$ cat config.mk
export PLATFORM = sky130hd
export DESIGN_NAME = mhtq_ram
export DESIGN_NICKNAME = d
export VERILOG_FILES = /design/src/design/mhtq_ram.sv
export SDC_FILE = /design/constraint.sdc
export NUM_CORES = 1
export LEC_CHECK = 0
export BUFFER_PORTS_ARGS = -buffer_cell sky130_fd_sc_hd__buf_2
export CORE_MARGIN = 3
export CORE_UTILIZATION = 50
export CTS_BUF_LIST = sky130_fd_sc_hd__clkbuf_4 sky130_fd_sc_hd__clkbuf_8
export CTS_CLUSTER_SIZE = 24
export DETAILED_ROUTE_END_ITERATION = 10
export PLACE_DENSITY = 0.69
export SYNTH_ARGS = -nofsm -noshare
export SYNTH_HDL_FRONTEND = slang
export SYNTH_SLANG_ARGS = --single-unit
$ cat constraint.sdc
create_clock -name clk -period 2.37 [get_ports clk]
set_clock_uncertainty 0.15 [all_clocks]
set_input_delay 0.474 -clock clk [delete_from_list [all_inputs] [get_ports clk]]
set_output_delay 0.474 -clock clk [all_outputs]
set_load 0.05 [all_outputs]
$ cat src/design/mhtq_ram.sv
// Generic single-write, single-read RAM with registered read data.
// No dependencies.
module mhtq_ram #(
  parameter int WIDTH = 8,
  parameter int DEPTH = 32
) (
  input  logic                     clk,
  input  logic                     we,
  input  logic [$clog2(DEPTH)-1:0] waddr,
  input  logic [WIDTH-1:0]         wdata,
  input  logic [$clog2(DEPTH)-1:0] raddr,
  output logic [WIDTH-1:0]         rdata
);

  logic [WIDTH-1:0] mem [DEPTH];

  always_ff @(posedge clk) begin
    if (we) begin
      mem[waddr] <= wdata;
    end
    rdata <= mem[raddr];
  end

endmodule

==> metrics <==
P_sw=2030 uW; max cap viols=0; first-pass GRT wire length=30800 um; critical path capture point=rdata[2]$_DFF_P_; worst r2r src=mem[23][4]$_DFFE_PP_; DR DRC count=0; drt total wl=20600 um; DIE WIDTH=148 um; layout cell share with drive strength beyond 1=40.9%; Comb pwr share=6.1%; Critical R2R Capture=rdata[4]$_DFF_P_; class of the worst hold path=input port to flop; Avg WL per Cell=25.5 um; post-layout util=59.3%; FF-to-FF path depth=3; ys flop type=edfxtp_1; top-count cell post-synth=edfxtp_1; pwr/cell area=811 mW/mm^2; Crit Path Max Fanout=18; clock power share=38.6%; vias per cell=5.74; Clock Path Buffers=3; initial antenna violation count=0; Commonest cells post-synth=256 x edfxtp_1, 80 x mux4_2, 33 x nor2_1, 8 x dfxtp_1, 8 x mux2_2; max_slew headroom=58.6%; Post-Syn Area=0.0101 mm^2; clk sink count=264; CTS tree=built; clk root buf=clkbuf_8; Max VDD drop=0.465 mV; pin count of the biggest net entering global routing=35; RSZ-0062 raised after global routing=no; post-route ant nets=0; total power=9420 uW; Yosys warning count=0; required time of the critical path=2640 ps; final RePlAce weighted congestion=0.777; clock buffer count from CTS=40; CP Launch Type=input port; IO Count=28; Hold Buf Count CTS=0; setup TNS=0 ps; Synth Register Bits=264; Layout Nets=529; Hold WS=227 ps; Starting Density=51.3%; Internal=7390 uW; I/O Buffers=27; First-pass DRT Iterations=7; critical path class=input port to flop; final hold vios=0; Cells on Worst Hold Path=2; Post-DP Area=0.0108 mm^2; vias in the first global route=4750; post-DP HPWL=13000 um; status=complete, no violations; clock insertion delay at the later pin of the skew report=540 ps; Setup violations, final=0; Syn Area/Cell=24.1 um^2; number of core rows=51; sequential power share=55.3%; crit path from=raddr[0]; Worst R2R Setup Slack=410 ps; slew of the pin with the lowest slew margin=622 ps; sequential share of the synthesized area=78.1%; minimum clock period=1980 ps; Yosys top cell by area=edfxtp_1; core area=0.0196 mm^2; Design Area, Final=0.0116 mm^2; Die Y=148 um; setup bufs post-CTS=0; Synth async-reset ratio=0%; Layout area overhead=15.5%; CP arrival=2250 ps; post-synthesis cell count=417; Fmax=506 MHz; Final Slew Violations=0; main area contributors after synthesis=edfxtp_1 76%, mux4_2 18%, dfxtp_1 1.6%, nor2_1 1.2%, mux2_2 0.90%; nature of the critical path endpoint=flop; period utilisation layout=83.4%; overflow left after global routing=0; Sw Ratio=21.5%; H-tree depth=2; DR vias=4620; CTS clk-pin slew, worst paths=60 ps; synth unique cells=15; leakage power=0.00375 uW; Total Routing Usage GR=19.5%; ANT cells=0; die area=0.0218 mm^2; Post-Syn Nets=437; PostCTS Resize Cnt=0; Post-synth EDFFs=256; Yosys top cell area share=76.5%; 1st-iter DRT viols=433
## placed cells by master, fill, tap and decap left out, drive strengths merged, types with 2 or more instances in the layout
master,synthesis,routed
clkinv,0,17
nor2,33,33
or3b,3,3
dfxtp,8,8
mux2,8,8
nand3b,5,5
edfxtp,256,256
nand3,2,2
buf,14,70
mux4,80,80
clkbuf,6,53
## layout make-up
| type | count | area, um^2 |
|---|---|---|
| well taps | 265 | 332 |
| clock inverters | 20 | 115 |
| repair buffers | 70 | 548 |
| flip-flops and latches | 264 | 7850 |
| multi-input cells | 133 | 2100 |
| fillers | 1393 | 7980 |
| clock buffers | 53 | 673 |
## stage by stage
step / cells / setup WS [ps]
3_5_place_dp: 732 / -172
6_report: 805 / 394
2_1_floorplan: 417 / 60.5
3_3_place_gp: 732 / -156
5_1_grt: 805 / 356
4_1_cts: 805 / 381
## routing by layer
metal	GRT usage, %	wire length, um
met1	28.4	8670
met3	5.64	1750
met2	30.0	9850
met4	4.66	287
met5	0	0
## how the worst min path moves through the flow
| stage | startpoint | to | slack [ps] |
|---|---|---|---|
| floorplan | wdata[0] | mem[0][0]$_DFFE_PP_ | 420 |
| global placement | mem[4][3]$_DFFE_PP_ | rdata[3]$_DFF_P_ | 740 |
| detailed placement | mem[20][7]$_DFFE_PP_ | rdata[7]$_DFF_P_ | 750 |
| CTS | raddr[3] | rdata[0]$_DFF_P_ | 190 |
| global route | raddr[3] | rdata[0]$_DFF_P_ | 220 |
| finish | raddr[3] | rdata[1]$_DFF_P_ | 230 |
## registers in the layout, indices dropped and copies added (netlist names)
| register | cells |
|---|---|
| mem | 256 |
| rdata | 8 |
## logic make-up after synthesis
family	after synthesis	synth area share (%)
flip-flops	264	78.1
multiplexers	88	18.8
AND/OR/NAND/NOR	45	2.07
buffers and inverters	20	1.06
## worst max-delay path, cell delays in order
cell,delay (ps)
buf_4,180
buf_12,210
mux4_2,570
mux4_2,510
mux2_2,290
## power by group through the flow
stage                     registers, uW  clock network, uW  logic (uW)
after floorplan                    5370                  0         277
after global placement             5310                  0         570
after detailed placement           5310                  0         582
after CTS                          5210               3710         582
after global routing               5220               3920         610
final                              5210               3630         573
No activity file was read; power rests on OpenSTA's default activity.
